--- src/eh_pkg.sv ---
package eh_pkg;

  // operation codes of an input request
  localparam logic [1:0] OP_ADD    = 2'd0;
  localparam logic [1:0] OP_REPORT = 2'd1;
  localparam logic [1:0] OP_CLEAR  = 2'd2;
  localparam logic [1:0] OP_NONE   = 2'd3;

  // result status codes
  localparam logic [2:0] ST_BINNED    = 3'd0;
  localparam logic [2:0] ST_UNDERFLOW = 3'd1;
  localparam logic [2:0] ST_OVERFLOW  = 3'd2;
  localparam logic [2:0] ST_REPORT_OK = 3'd3;
  localparam logic [2:0] ST_EMPTY     = 3'd4;
  localparam logic [2:0] ST_CLEARED   = 3'd5;

  // configuration register indexes
  localparam logic [1:0] CFG_MIN     = 2'd0;
  localparam logic [1:0] CFG_STEP    = 2'd1;
  localparam logic [1:0] CFG_WIDTH   = 2'd2;
  localparam logic [1:0] CFG_ENTRIES = 2'd3;

  // saturation limits of the report sums
  localparam logic [61:0] SUM_CAP   = {62{1'b1}};
  localparam logic [41:0] TOTAL_MAX = {42{1'b1}};

  // work classes handed from the front to the back
  typedef enum logic [2:0] {
    K_ADD,
    K_UNDER,
    K_OVER,
    K_REPORT,
    K_CLEAR
  } kind_t;

  typedef struct packed {
    logic signed [31:0] min_value;
    logic [31:0]        step_inverse;
    logic [31:0]        bin_width;
    logic [10:0]        entry_count;
  } cfg_t;

  typedef struct packed {
    logic [2:0]         status;
    logic [9:0]         bin_index;
    logic signed [31:0] mean_energy;
    logic signed [31:0] peak_energy;
    logic [41:0]        total_count;
    logic [31:0]        below_count;
    logic [31:0]        above_count;
  } result_t;

  // clamp a wide signed sum to signed Q16.16
  function automatic logic [31:0] sat_q(input logic signed [50:0] v);
    logic [31:0] r;
    if (v > 51'sd2147483647) r = 32'h7fff_ffff;
    else if (v < -51'sd2147483648) r = 32'h8000_0000;
    else r = v[31:0];
    return r;
  endfunction

endpackage

--- src/eh_if.sv ---
interface eh_in_if;
  logic               valid;
  logic               ready;
  logic [1:0]         operation;
  logic signed [31:0] sample_value;
  modport source(output valid, operation, sample_value, input ready);
  modport sink(input valid, operation, sample_value, output ready);
endinterface


--- src/eh_front.sv ---
module eh_front #(
  parameter int BINS = 1024,
  parameter int BAW  = 10
) (
  input  logic           clk,
  input  logic           rst_n,
  input  eh_pkg::cfg_t   cfg,
  input  logic           hold,
  eh_in_if.sink          in_if,
  input  logic           q_full,
  output logic           q_push,
  output eh_pkg::kind_t  q_kind,
  output logic [BAW-1:0] q_bin
);
  import eh_pkg::*;

  logic               s1_v_r;
  logic [1:0]         s1_op_r;
  logic               s1_below_r;
  logic [63:0]        s1_prod_r;
  logic signed [32:0] diff;
  logic               accept;
  logic [63:0]        rounded;
  logic [31:0]        bin_full;
  logic [31:0]        n32;

  // offset from the range floor, exact in 33 bits
  assign diff = {in_if.sample_value[31], in_if.sample_value} -
                {cfg.min_value[31], cfg.min_value};

  assign in_if.ready = !hold && (!s1_v_r || !q_full);
  assign accept      = in_if.valid && in_if.ready;
  assign q_push      = s1_v_r && !q_full;

  // register the scaled offset
  always_ff @(posedge clk) begin
    if (!rst_n) begin
      s1_v_r <= 1'b0;
    end else if (accept) begin
      s1_v_r <= (in_if.operation != OP_NONE);
    end else if (q_push) begin
      s1_v_r <= 1'b0;
    end
    if (accept) begin
      s1_op_r    <= in_if.operation;
      s1_below_r <= diff[32];
      s1_prod_r  <= 64'(diff[31:0]) * 64'(cfg.step_inverse);
    end
  end

  // round half up and classify against the bins in use
  always_comb begin
    rounded  = s1_prod_r + 64'h0000_0000_8000_0000;
    bin_full = rounded[63:32];
    if (32'(cfg.entry_count) > 32'(BINS)) n32 = 32'(BINS);
    else n32 = 32'(cfg.entry_count);
    q_bin = bin_full[BAW-1:0];
    case (s1_op_r)
      OP_ADD: begin
        if (s1_below_r) q_kind = K_UNDER;
        else if (bin_full >= n32) q_kind = K_OVER;
        else q_kind = K_ADD;
      end
      OP_REPORT: q_kind = K_REPORT;
      default:   q_kind = K_CLEAR;
    endcase
  end

endmodule

--- src/flat_wrapper.sv ---
// flat-port wrapper written by rule: the top's interface ports become plain ports
module eh_front_flat import eh_pkg::*;
#(
  parameter int BINS = 1024,
  parameter int BAW  = 10
)
  (clk, rst_n, cfg, hold, q_full, q_push, q_kind, q_bin, in_if_valid, in_if_operation, in_if_sample_value, in_if_ready);
  eh_in_if in_if_i ();
  input  logic clk;
  input  logic rst_n;
  input  eh_pkg::cfg_t cfg;
  input  logic hold;
  input  logic q_full;
  output logic q_push;
  output eh_pkg::kind_t q_kind;
  output logic [BAW-1:0] q_bin;
  input wire logic [$bits(in_if_i.valid)-1:0] in_if_valid;
  input wire logic [$bits(in_if_i.operation)-1:0] in_if_operation;
  input wire logic [$bits(in_if_i.sample_value)-1:0] in_if_sample_value;
  output wire logic [$bits(in_if_i.ready)-1:0] in_if_ready;
  assign in_if_i.valid = in_if_valid;
  assign in_if_i.operation = in_if_operation;
  assign in_if_i.sample_value = in_if_sample_value;
  assign in_if_ready = in_if_i.ready;
  eh_front #(.BINS(BINS), .BAW(BAW)) u_core (.clk(clk), .rst_n(rst_n), .cfg(cfg), .hold(hold), .in_if(in_if_i), .q_full(q_full), .q_push(q_push), .q_kind(q_kind), .q_bin(q_bin));
endmodule
--- config.mk ---
export PLATFORM = sky130hd
export DESIGN_NAME = eh_front_flat
export DESIGN_NICKNAME = d
export VERILOG_FILES = /design/src/eh_pkg.sv /design/src/eh_if.sv /design/src/eh_front.sv /design/src/flat_wrapper.sv
export SDC_FILE = /design/constraint.sdc
export NUM_CORES = 2
export LEC_CHECK = 0
export BUFFER_PORTS_ARGS = -buffer_cell sky130_fd_sc_hd__buf_2
export CAP_MARGIN = 20
export CELL_PAD_IN_SITES_DETAIL_PLACEMENT = 0
export CELL_PAD_IN_SITES_GLOBAL_PLACEMENT = 2
export CORE_ASPECT_RATIO = 0.8
export CORE_MARGIN = 3
export CORE_UTILIZATION = 40
export CTS_BUF_LIST = sky130_fd_sc_hd__clkbuf_8
export DETAILED_ROUTE_END_ITERATION = 10
export GPL_TIMING_DRIVEN = 1
export PLACE_DENSITY = 0.88
export REMOVE_ABC_BUFFERS = 1
export SLEW_MARGIN = 20
export SYNTH_ARGS = -nofsm -noshare
export SYNTH_HDL_FRONTEND = slang
export SYNTH_SLANG_ARGS = --single-unit
--- constraint.sdc ---
create_clock -name clk -period 22.2 [get_ports clk]
set_input_delay 1.11 -clock clk [delete_from_list [all_inputs] [get_ports clk]]
set_output_delay 1.11 -clock clk [all_outputs]
set_load 0.05 [all_outputs]
==> results.sh <==
export IMPL_arrival_ns=11.72
export IMPL_yosys_area_top_type="fa_1"
export IMPL_port_buffers=128
export IMPL_synth_edf_count=36
export IMPL_finalClockSkew_ns=0.003131
export IMPL_post_route_period_util_pct=52.59
export IMPL_viasPerCell=5.035
export IMPL_drv_slew=0
export IMPL_min_from="u_core.s1_v_r"
export IMPL_dieArea_um2=93360
export IMPL_reg2reg_from="u_core.s1_v_r"
export IMPL_synth_area_mux_share_pct=0.09066
export IMPL_final_hold_viol_count=0
export IMPL_cts_resized=0
export IMPL_synth_compound_area_share_pct=4.781
export IMPL_status="complete, no violations"
export IMPL_startpoint="in_if_sample_value[0]"
export IMPL_yosysTopAreaCellShare_pct=49.99
export IMPL_ant_nets=0
export IMPL_core_um2=88230
export IMPL_grt_max_degree=38
export IMPL_clk_latency_ns=0.30
export IMPL_crit_type="input port to flip-flop"
export IMPL_die_h_um=273.9
export IMPL_netlist_instances=3936
export IMPL_synth_avg_cell_area_um2=9.116
export IMPL_slowest_stage="a311oi_2"
export IMPL_drive_gt1_share_pct=5.995
export IMPL_synthAdderAreaFrac_pct=60.59
export IMPL_globalRouteTotalUtil_pct=22.05
export IMPL_dr_pass1_iters=5
export IMPL_yosys_warnings=0
export IMPL_ys_seq_area_share_pct=3.069
export IMPL_relSlewSlack_pct=23.46
export IMPL_floorplan_initialDensity_pct=40.67
export IMPL_numCtsBuffers=5
export IMPL_rows=97
export IMPL_antenna_found_initial=2
export IMPL_ys_top_cells_by_area="fa_1 (50%), ha_1 (11%), inv_1 (9.7%)"
export IMPL_synth_simple_area_share_pct=17.84
export IMPL_yosysMostFrequentCell="inv_1"
export IMPL_dominantRegCellSynth="edfxtp_1"
export IMPL_maxCapViolations=0
export IMPL_endpoint_kind="flip-flop"
export IMPL_fillers=8798
export IMPL_tritoncts="yes"
export IMPL_critPathRequiredTime_ns=22.25
export IMPL_setup_viol=0
export IMPL_dpl_hpwl_um=74280
export IMPL_overflow=0
export IMPL_clock_fmax_mhz=85.65
export IMPL_synth_top_family_by_area="adder cells"
export IMPL_cp_start_kind="input port"
export IMPL_clk_pin_slew_worst_paths_ns=0.07
export IMPL_fin_nets=5265
export IMPL_wirelength_um=98430
export IMPL_min_period_ns=11.68
export IMPL_worst_pin_slew_ns=1.147
export IMPL_yosysUniqueCellTypes=66
export IMPL_route_detailed_drc=0
export IMPL_cp_max_fo=32
export IMPL_grt_pass1_wl_um=161900
export IMPL_place_gp_congestion=0.8945
export IMPL_postCtsSetupRepairBufs=0
export IMPL_async_reset_ff_share_pct=0
export IMPL_clock_path_buffers=2
export IMPL_vias=25750
export IMPL_crit_path_max_incr_delay_ns=0.81
export IMPL_hold_buffers=0
export IMPL_clock_root_buffer="clkbuf_8"
export IMPL_die_x_um=340.9
export IMPL_rsz0062_at_grt="no"
export IMPL_synthXorXnorAreaFrac_pct=1.831
export IMPL_drt_iter0_markers=1420
export IMPL_grt_pass1_vias=28450
export IMPL_tns_ns=0
export IMPL_avgRoutedWirePerCell_um=19.25
export IMPL_hold_path_class="flip-flop to flip-flop"
export IMPL_cts_sinks=37
export IMPL_syn2layout_area_growth_pct=5.788
export IMPL_netlist_area_um2=35880
export IMPL_pin_count=161
export IMPL_path_common_cell="fa_1"
export IMPL_synth_common_cells="inv_1 (926), fa_1 (896), and2_1 (513), nand2_1 (506), ha_1 (304)"
export IMPL_htreeDepth=2
export IMPL_synth_seq_cells=37
-- routing by layer --
layer	global-route usage, %	routed length (µm)	vias up
met5	0	0	-
met4	2.626	1076	0
met3	2.937	5797	77
met2	35.34	44430	671
met1	32.84	47120	13490
li1	-	-	11510
-- per-stage QoR --
step           instances  instance area (µm²)  hold slack [ns]  setup slack, ns  util [%]
2_1_floorplan       3739                35130           0.5149            11.30         -
3_3_place_gp        5100                37810           0.5420            10.18     42.85
3_5_place_dp        5100                37810           0.5532            10.15     42.85
4_1_cts             5108                37940           0.5755            10.44     43.00
5_1_grt             5109                37950           0.6184            9.884     43.01
6_report            5114                37960           0.5728            10.52     43.02
-- path summary, 6_finish.rpt --
kind                            slack (ns)  cells after the start              endpoint
worst min-delay path                  0.57                      2         u_core.s1_v_r
worst max register to register       20.59                      2  u_core.s1_prod_r[60]
worst max-delay path                 10.52                     38  u_core.s1_prod_r[63]
worst min register to register        0.57                      2         u_core.s1_v_r
-- state kept, by name, indices dropped and copies added, names as in the netlist --
name	cells
u_core.s1_v_r	1
u_core.s1_prod_r	33
u_core.s1_below_r	1
u_core.s1_op_r	2
-- worst max-delay path, delay by kind of cell --
kind	cells	cell delay, ns
adder cells (fa/ha/maj)	11	4.86
AO/OA/AOI/OAI	13	3.69
AND/OR/NAND/NOR	5	0.92
buffers and inverters	7	0.80
XOR/XNOR	2	0.29
-- final cells by class --
class	instances	area [µm²]	share of cell area, %
diodes	6	15.01	0.03955
clock buffers	5	68.82	0.1813
clock inverters	3	65.06	0.1714
inverters	927	3480	9.167
multi-input cells	2775	30760	81.05
flip-flops and latches	37	1101	2.901
well taps	1188	1486	3.916
repair buffers	173	978.4	2.578
-- cell families (layout without fill, tap and decap cells) --
| group | Yosys count | in the layout |
|---|---|---|
| simple gates | 1247 | 1247 |
| xor+xnor | 75 | 75 |
| compound gates | 250 | 250 |
| mux | 3 | 3 |
| fa+ha+maj | 1200 | 1200 |
| buf+inv | 1124 | 1108 |
| flops | 37 | 37 |
| other cells | 0 | 6 |
-- cell usage in the layout, fill, tap and decap left out, types with 18 or more instances in the layout --
| master | netlist | routed |
|---|---|---|
| inv_1 | 926 | 926 |
| and2_1 | 513 | 512 |
| nor2_1 | 52 | 49 |
| edfxtp_1 | 36 | 36 |
| xnor2_2 | 0 | 18 |
| buf_2 | 11 | 128 |
| ha_1 | 304 | 304 |
| fa_1 | 896 | 896 |
| nand4_1 | 24 | 24 |
| a21oi_1 | 67 | 67 |
| buf_4 | 0 | 45 |
| nor2b_1 | 49 | 49 |
| a21o_1 | 56 | 56 |
| nand2_1 | 506 | 506 |
| nand3_1 | 22 | 22 |
| o21ai_0 | 25 | 25 |
| nand2b_1 | 32 | 32 |
| xnor2_1 | 57 | 39 |
Power is left out: the tool's default activity adds up to more than one toggle a clock period on the data nets, which glitch-free logic cannot reach.
