`config.mk`:
```
export PLATFORM = sky130hd
export DESIGN_NAME = eh_queue
export DESIGN_NICKNAME = d
export VERILOG_FILES = /design/src/eh_queue.sv
export SDC_FILE = /design/constraint.sdc
export NUM_CORES = 1
export LEC_CHECK = 0
export BUFFER_PORTS_ARGS = -buffer_cell sky130_fd_sc_hd__buf_2
export CAP_MARGIN = 20
export CORE_UTILIZATION = 53
export CTS_BUF_LIST = sky130_fd_sc_hd__clkbuf_8
export DETAILED_ROUTE_END_ITERATION = 8
export PLACE_DENSITY = 0.84
export SYNTH_ARGS = -nofsm -noshare
export SYNTH_HDL_FRONTEND = slang
export SYNTH_SLANG_ARGS = --single-unit
```
`constraint.sdc`:
```
create_clock -name clk -period 1.5 [get_ports clk]
set_input_delay 0.075 -clock clk [delete_from_list [all_inputs] [get_ports clk]]
set_output_delay 0.075 -clock clk [all_outputs]
set_load 0.02 [all_outputs]
```
`src/eh_queue.sv`:
```
module eh_queue #(
  parameter int WIDTH = 13
) (
  input  logic             clk,
  input  logic             rst_n,
  input  logic             push,
  input  logic [WIDTH-1:0] din,
  output logic             full,
  input  logic             pop,
  output logic [WIDTH-1:0] dout,
  output logic             empty
);
  localparam int DEPTH = 4;
  localparam int AW    = $clog2(DEPTH);

  logic [WIDTH-1:0] slot_r [DEPTH];
  logic [AW-1:0]    wr_ptr_r;
  logic [AW-1:0]    rd_ptr_r;
  logic [AW:0]      count_r;

  assign full  = (count_r == (AW+1)'(DEPTH));
  assign empty = (count_r == '0);
  assign dout  = slot_r[rd_ptr_r];

  // advance pointers and hold the fill level
  always_ff @(posedge clk) begin
    if (!rst_n) begin
      wr_ptr_r <= '0;
      rd_ptr_r <= '0;
      count_r  <= '0;
    end else begin
      if (push) wr_ptr_r <= wr_ptr_r + 1'b1;
      if (pop) rd_ptr_r <= rd_ptr_r + 1'b1;
      if (push && !pop) count_r <= count_r + 1'b1;
      else if (pop && !push) count_r <= count_r - 1'b1;
    end
    if (push) slot_r[wr_ptr_r] <= din;
  end

`ifndef ASSERT_OFF
  a_no_push_full: assert property (@(posedge clk) disable iff (!rst_n)
    push |-> (!full || pop))
    else $error("queue pushed while full");
  a_no_pop_empty: assert property (@(posedge clk) disable iff (!rst_n)
    pop |-> !empty)
    else $error("queue popped while empty");
  a_fill_grows: assert property (@(posedge clk) disable iff (!rst_n)
    (push && !pop) |=> (count_r == $past(count_r) + 1'b1))
    else $error("queue fill level lost a request");
`endif

endmodule

```
==> results of run 1 <==
## routing by layer
layer | global-route usage [%] | up-vias
li1 | - | 551
met1 | 21.93 | 591
met2 | 35.05 | 45
met3 | 11.00 | 12
met4 | 12.24 | 0
met5 | 0 | -
## through the flow
| step | util [%] | std cells | instance area [um^2] | setup slack (ns) | power (mW) |
|---|---|---|---|---|---|
| floorplan | - | 110 | 2327 | 0.07109 | 2.320 |
| global placement | 63.03 | 196 | 2594 | 0.02542 | 2.468 |
| detailed placement | 63.03 | 196 | 2594 | -0.08477 | 2.498 |
| CTS | 73.91 | 226 | 3042 | -0.1287 | 4.153 |
| global route | 74.07 | 226 | 3048 | -0.1640 | 4.296 |
| finish | 74.07 | 226 | 3048 | -0.1094 | 4.140 |
## layout make-up
type / instances / area share [%]
clock buffer: 9 / 4.064
clock inverter: 7 / 2.956
inverter: 4 / 0.4926
multi-input combinational: 43 / 17.94
sequential: 61 / 57.43
tap: 50 / 2.053
timing repair buffer: 52 / 15.07
## power groups by stage
stage / Combinational [mW] / Clock (mW) / Sequential, mW
finish: 0.593 / 1.55 / 2.00
global route: 0.641 / 1.65 / 2.01
CTS: 0.596 / 1.56 / 2.00
detailed placement: 0.472 / 0 / 2.03
global placement: 0.454 / 0 / 2.01
floorplan: 0.309 / 0 / 2.01
## state kept, by name, indices dropped and copies added, names as in the netlist, named ones only
name      cells
rd_ptr_r      2
wr_ptr_r      2
slot_r       52
count_r       3
## cell families after synthesis
kind of cell / after synthesis
adder cells (fa/ha/maj): 6
AO/OA/AOI/OAI: 2
XOR/XNOR: 5
flip-flops: 61
AND/OR/NAND/NOR: 15
buffers and inverters: 6
multiplexers: 15
## cell usage after synthesis
| cell type | count |
|---|---|
| a21boi_0 | 1 |
| and2_1 | 9 |
| buf_2 | 1 |
| buf_6 | 1 |
| dfxtp_1 | 9 |
| edfxtp_1 | 52 |
| fa_1 | 1 |
| ha_1 | 5 |
| inv_1 | 4 |
| mux2i_1 | 2 |
| mux4_1 | 3 |
| mux4_2 | 10 |
| nand2_1 | 1 |
| nor2b_1 | 2 |
| nor3_1 | 1 |
| nor3b_1 | 1 |
| o21ai_0 | 1 |
| or3_1 | 1 |
| xnor2_1 | 2 |
| xor2_1 | 3 |
## layout by cell type (no fill, tap or decap), drive strengths merged
cell type    netlist  layout
xnor2              2       2
and2               9       9
nor3b              1       1
inv                4       4
mux4              13      13
nor3               1       1
clkinvlp           0       1
edfxtp            52      52
a21boi             1       1
dfxtp              9       9
dlygate4sd3        0      13
clkinv             0       4
nand2              1       1
or3                1       1
fa                 1       1
o21ai              1       1
mux2i              2       2
buf                2      39
xor2               3       3
ha                 5       5
bufinv             0       2
nor2b              2       2
clkbuf             0       9
## worst max-delay path: stages, from the launching register on
cell and delay, ns:
dfxtp_4 0.39, buf_12 0.14, mux4_2 0.52, buf_6 0.15
## path summary, 6_finish.rpt
check                                 from    endpoint  slack, ns
worst max-delay path             flip-flop    dout[12]      -0.11
worst min-delay path                 rst_n  count_r[0]       0.03
worst max register to register  count_r[0]  count_r[2]       0.05
worst min register to register  count_r[2]  count_r[2]       0.52
## repair_timing
action	4_1_cts	5_1_grt
hold buffers	13	0
endpoints found under the hold margin	52	0
gates cloned	1	0
gates resized for setup	34	5
pin swaps	0	2
setup endpoints to repair	27	40
==> results.sh, run 1 <==
export IMPL_worstMarginPinSlew_ns=0.3548
export IMPL_grt_max_degree=14
export IMPL_reg2regPathDepth=4
export IMPL_rsz0062_at_grt="yes"
export IMPL_ys_warn_count=0
export IMPL_antenna_left=0
export IMPL_syn_area_um2=2327
export IMPL_drt_pass1_iterations=4
export IMPL_cts_made_buffers=9
export IMPL_final_seq_area_um2=1750
export IMPL_cp_required_ns=1.42
export IMPL_core_area_um2=4115
export IMPL_intPower_mw=3.185
export IMPL_dr_wl_met3_um=231
export IMPL_muxShareOfSynthArea_pct=13.92
export IMPL_power_per_cell_area_nw_per_um2=1358
export IMPL_synth_top_family_by_area="multiplexers"
export IMPL_tns_ns=-1.218
export IMPL_gr_total_overflow=0
export IMPL_drt_iter0_markers=151
export IMPL_fill_cells=226
export IMPL_fmax_mhz=621.3
export IMPL_cts_tree="yes"
export IMPL_p_leak_nw=1.119
export IMPL_slew_viol_final=0
export IMPL_num_rows=23
export IMPL_path_max_fanout=7
export IMPL_whs_ns=0.03221
export IMPL_grt_pass1_vias=1335
export IMPL_worst_ep_arrival_time_ns=1.53
export IMPL_worstSetupStartpointType="flip-flop"
export IMPL_top_layer_used="met4"
export IMPL_hp_class="input pin to flip-flop"
export IMPL_synth_simple_area_share_pct=3.925
export IMPL_worstSetupPathType="flip-flop to primary output"
export IMPL_violations="setup timing"
export IMPL_fp_dieH_um=68.27
export IMPL_syn_avg_cell_area_um2=21.16
export IMPL_grt_pass1_wl_um=6361
export IMPL_crit_path_end_kind="primary output"
export IMPL_drv_cap=0
export IMPL_ys_top_cells_by_area="edfxtp_1 67%, mux4_2 9.7%, dfxtp_1 7.7%"
export IMPL_dp_hpwl_um=2476
export IMPL_status="finished with violations"
export IMPL_synth_compound_area_share_pct=0.5376
export IMPL_multi_input_area_um2=546.8
export IMPL_fin_nets=194
export IMPL_synth_top_area_cell="edfxtp_1"
export IMPL_clk_latency_ns=0.34
export IMPL_synth_xor_xnor_area_share_pct=1.882
export IMPL_slew_headroom_pct=76.34
export IMPL_cts_root_buf="clkbuf_8"
export IMPL_wire_per_inst_um=17.95
export IMPL_gp_congestion=0.7403
export IMPL_port_buffers=31
export IMPL_initial_core_util_pct=56.55
export IMPL_synth_yosys_seq_area_share_pct=74.84
export IMPL_clock_sinks=61
export IMPL_synthCells=110
export IMPL_met2RoutedLength_um=2200
export IMPL_grt_use_total_pct=21.45
export IMPL_io_pins=32
export IMPL_antenna_found_initial=0
export IMPL_dieArea_um2=4660
export IMPL_cts_setup_buffers=0
export IMPL_synthAdderAreaFrac_pct=3.548
export IMPL_hold_viol_final=0
export IMPL_die_w_um=68.27
export IMPL_routed_wl_um=4056
export IMPL_finalCritPeriodShare_pct=107.3
export IMPL_syn_num_nets=133
export IMPL_fin_skew_ns=0.006259
export IMPL_path_clk_slew_ns=0.06
export IMPL_p_sw_share_pct=23.05
export IMPL_syn_to_final_growth_pct=30.97
export IMPL_diodes=0
export IMPL_period_minus_slack_ns=1.609
export IMPL_drive_above_1_share_pct=41.48
export IMPL_vias_per_cell=5.305
export IMPL_holdPathStages=2
export IMPL_drc_errors=0
export IMPL_vias=1199
export IMPL_p_seq_share_pct=48.2
export IMPL_ir_drop_mv=1.461
export IMPL_drt_met1_wl_um=1509
export IMPL_combPwrFrac_pct=14.3
export IMPL_htreeDepth=3
export IMPL_netlist_cell_type_count=20
export IMPL_worst_slack_ns=-0.1094
export IMPL_cts_path_max_buffers=2
export IMPL_synth_top_area_share_pct=67.10
export IMPL_switching_power_mw=0.9544
export IMPL_yosys_register_bits=61
export IMPL_pwr_share_clk_pct=37.4
export IMPL_setup_violations=13
(Power assumes the default switching activity.)
==> inputs of run 2 (changes only) <==
Settings changed: CORE_UTILIZATION 53 to 30, PLACE_DENSITY 0.84 to 0.56.
==> run 2 against run 1 <==
Effect of this change: the flow still finishes with violations (setup timing); design area grew 2.1%; worst hold slack gained 0.015 ns; combinational power grew 2%; non-clock buffer count grew 4; critical path type unchanged; largest power group unchanged.
==> results.sh, run 2 (synthesis gave the netlist of run 1 again) <==
export IMPL_fill_cells=678
export IMPL_worstSetupPathType="flip-flop to primary output"
export IMPL_dieArea_um2=8114
export IMPL_crit_path_end_kind="primary output"
export IMPL_cts_root_buf="clkbuf_8"
export IMPL_worstMarginPinSlew_ns=0.3684
export IMPL_fin_nets=198
export IMPL_initial_core_util_pct=31.58
export IMPL_io_pins=32
export IMPL_period_minus_slack_ns=1.586
export IMPL_p_leak_nw=1.119
export IMPL_grt_pass1_wl_um=6768
export IMPL_antenna_found_initial=0
export IMPL_diodes=0
export IMPL_finalCritPeriodShare_pct=105.7
export IMPL_final_common_cell="edfxtp_1"
export IMPL_hold_viol_final=0
export IMPL_hp_class="input pin to flip-flop"
export IMPL_dp_cells=247
export IMPL_drv_cap=0
export IMPL_fin_cells=279
export IMPL_slew_viol_final=0
export IMPL_final_seq_area_um2=1750
export IMPL_fin_skew_ns=0.006767
export IMPL_regMostFlops="slot_r"
export IMPL_wire_per_inst_um=14.70
export IMPL_htreeDepth=3
export IMPL_status="finished with violations"
export IMPL_path_cells="buf_12 > mux4_2 > buf_6"
export IMPL_dp_hpwl_um=2814
export IMPL_cts_path_max_buffers=2
export IMPL_rsz0062_at_grt="yes"
export IMPL_setup_violations=13
export IMPL_multi_input_area_um2=560.5
export IMPL_routed_wl_um=4102
export IMPL_worstSetupStartpointType="flip-flop"
export IMPL_grt_pass1_vias=1374
export IMPL_grt_use_total_pct=11.34
export IMPL_clk_latency_ns=0.33
export IMPL_worst_ep_arrival_time_ns=1.51
export IMPL_drt_pass1_iterations=4
export IMPL_vias=1200
export IMPL_cp_required_ns=1.42
export IMPL_gp_congestion=0.7027
export IMPL_final_cell_mix="52 x edfxtp_1, 20 x buf_2, 13 x dlygate4sd3_1, 12 x mux4_2, 12 x buf_6"
export IMPL_syn_to_final_growth_pct=33.76
export IMPL_core_area_um2=7370
export IMPL_ir_drop_mv=0.5938
export IMPL_finish_utilization_pct=42.24
export IMPL_fmax_mhz=630.6
export IMPL_cts_made_buffers=9
export IMPL_drc_errors=0
export IMPL_whs_ns=0.04748
export IMPL_violations="setup timing"
export IMPL_antenna_left=0
export IMPL_port_buffers=31
export IMPL_power_per_cell_area_nw_per_um2=1273
export IMPL_path_clk_slew_ns=0.07
export IMPL_largest_register_ffs=52
export IMPL_gr_total_overflow=0
export IMPL_worst_slack_ns=-0.08571
export IMPL_clock_sinks=61
export IMPL_slew_headroom_pct=75.44
export IMPL_num_rows=31
export IMPL_fp_dieH_um=90.08
export IMPL_grt_max_degree=14
export IMPL_finalPower_mw=3.962
export IMPL_die_w_um=90.08
export IMPL_vias_per_cell=4.301
export IMPL_cpMaxStageDelayCell="mux4_2"
export IMPL_top_regs="slot_r (52), count_r (3)"
export IMPL_place_ws_ns=-0.1065
export IMPL_drt_iter0_markers=66
export IMPL_path_max_fanout=7
export IMPL_cts_tree="yes"
export IMPL_critical_path_max_stage_delay_ns=0.51
export IMPL_drive_above_1_share_pct=42.78
run 2: timing repair:
| item | in CTS | in global routing |
|---|---|---|
| pin swaps | 1 | 4 |
| endpoints found under the hold margin | 52 | 0 |
| cloned | 0 | 0 |
| setup buffers | 0 | 3 |
| setup endpoints to repair | 48 | 14 |
| hold buffers | 13 | 0 |
| resized for setup | 34 | 5 |
run 2: final timing paths:
kind	start	end	slack (ns)	depth (start not counted)
setup / recovery	flip-flop	dout[1]	-0.09	3
hold / removal	rst_n	count_r[0]	0.05	2
setup reg to reg	count_r[1]	count_r[2]	0.04	4
hold reg to reg	count_r[2]	count_r[2]	0.53	2
run 2: worst max-delay path: cells and delay by family, from the launching register on:
family | cells | cell delay, ns
mux | 1 | 0.51
flops | 1 | 0.38
buf+inv | 2 | 0.29
run 2: area by class of cell:
cell class	instances	share of cell area [%]
sequential	61	56.23
multi-input combinational	43	18.01
timing repair buffer	56	15.19
clock buffer	9	3.979
tap	99	3.979
clock inverter	7	2.130
inverter	4	0.4823
run 2: routing by layer:
metal | part of all wire [%] | track usage, % | up-vias
li1 | - | - | 561
met1 | 41 | 11.97 | 601
met2 | 53 | 20.55 | 30
met3 | 3.9 | 2.707 | 8
met4 | 1.9 | 6.452 | 0
met5 | 0 | 0 | -
run 2: metrics by stage:
| step | area (um^2) | TNS [ns] |
|---|---|---|
| 4_1_cts | 3072 | -1.345 |
| 2_1_floorplan | 2327 | 0 |
| 3_5_place_dp | 2670 | -0.6351 |
| 6_report | 3113 | -0.9146 |
| 5_1_grt | 3113 | -1.631 |
| 3_3_place_gp | 2670 | 0 |
run 2: power breakdown:
part | leakage, nW | internal [mW] | total, mW | switching, mW
Sequential | 0.554 | 1.94 | 1.99 | 0.0479
Combinational | 0.475 | 0.324 | 0.605 | 0.281
Clock | 0.0903 | 0.754 | 1.37 | 0.612
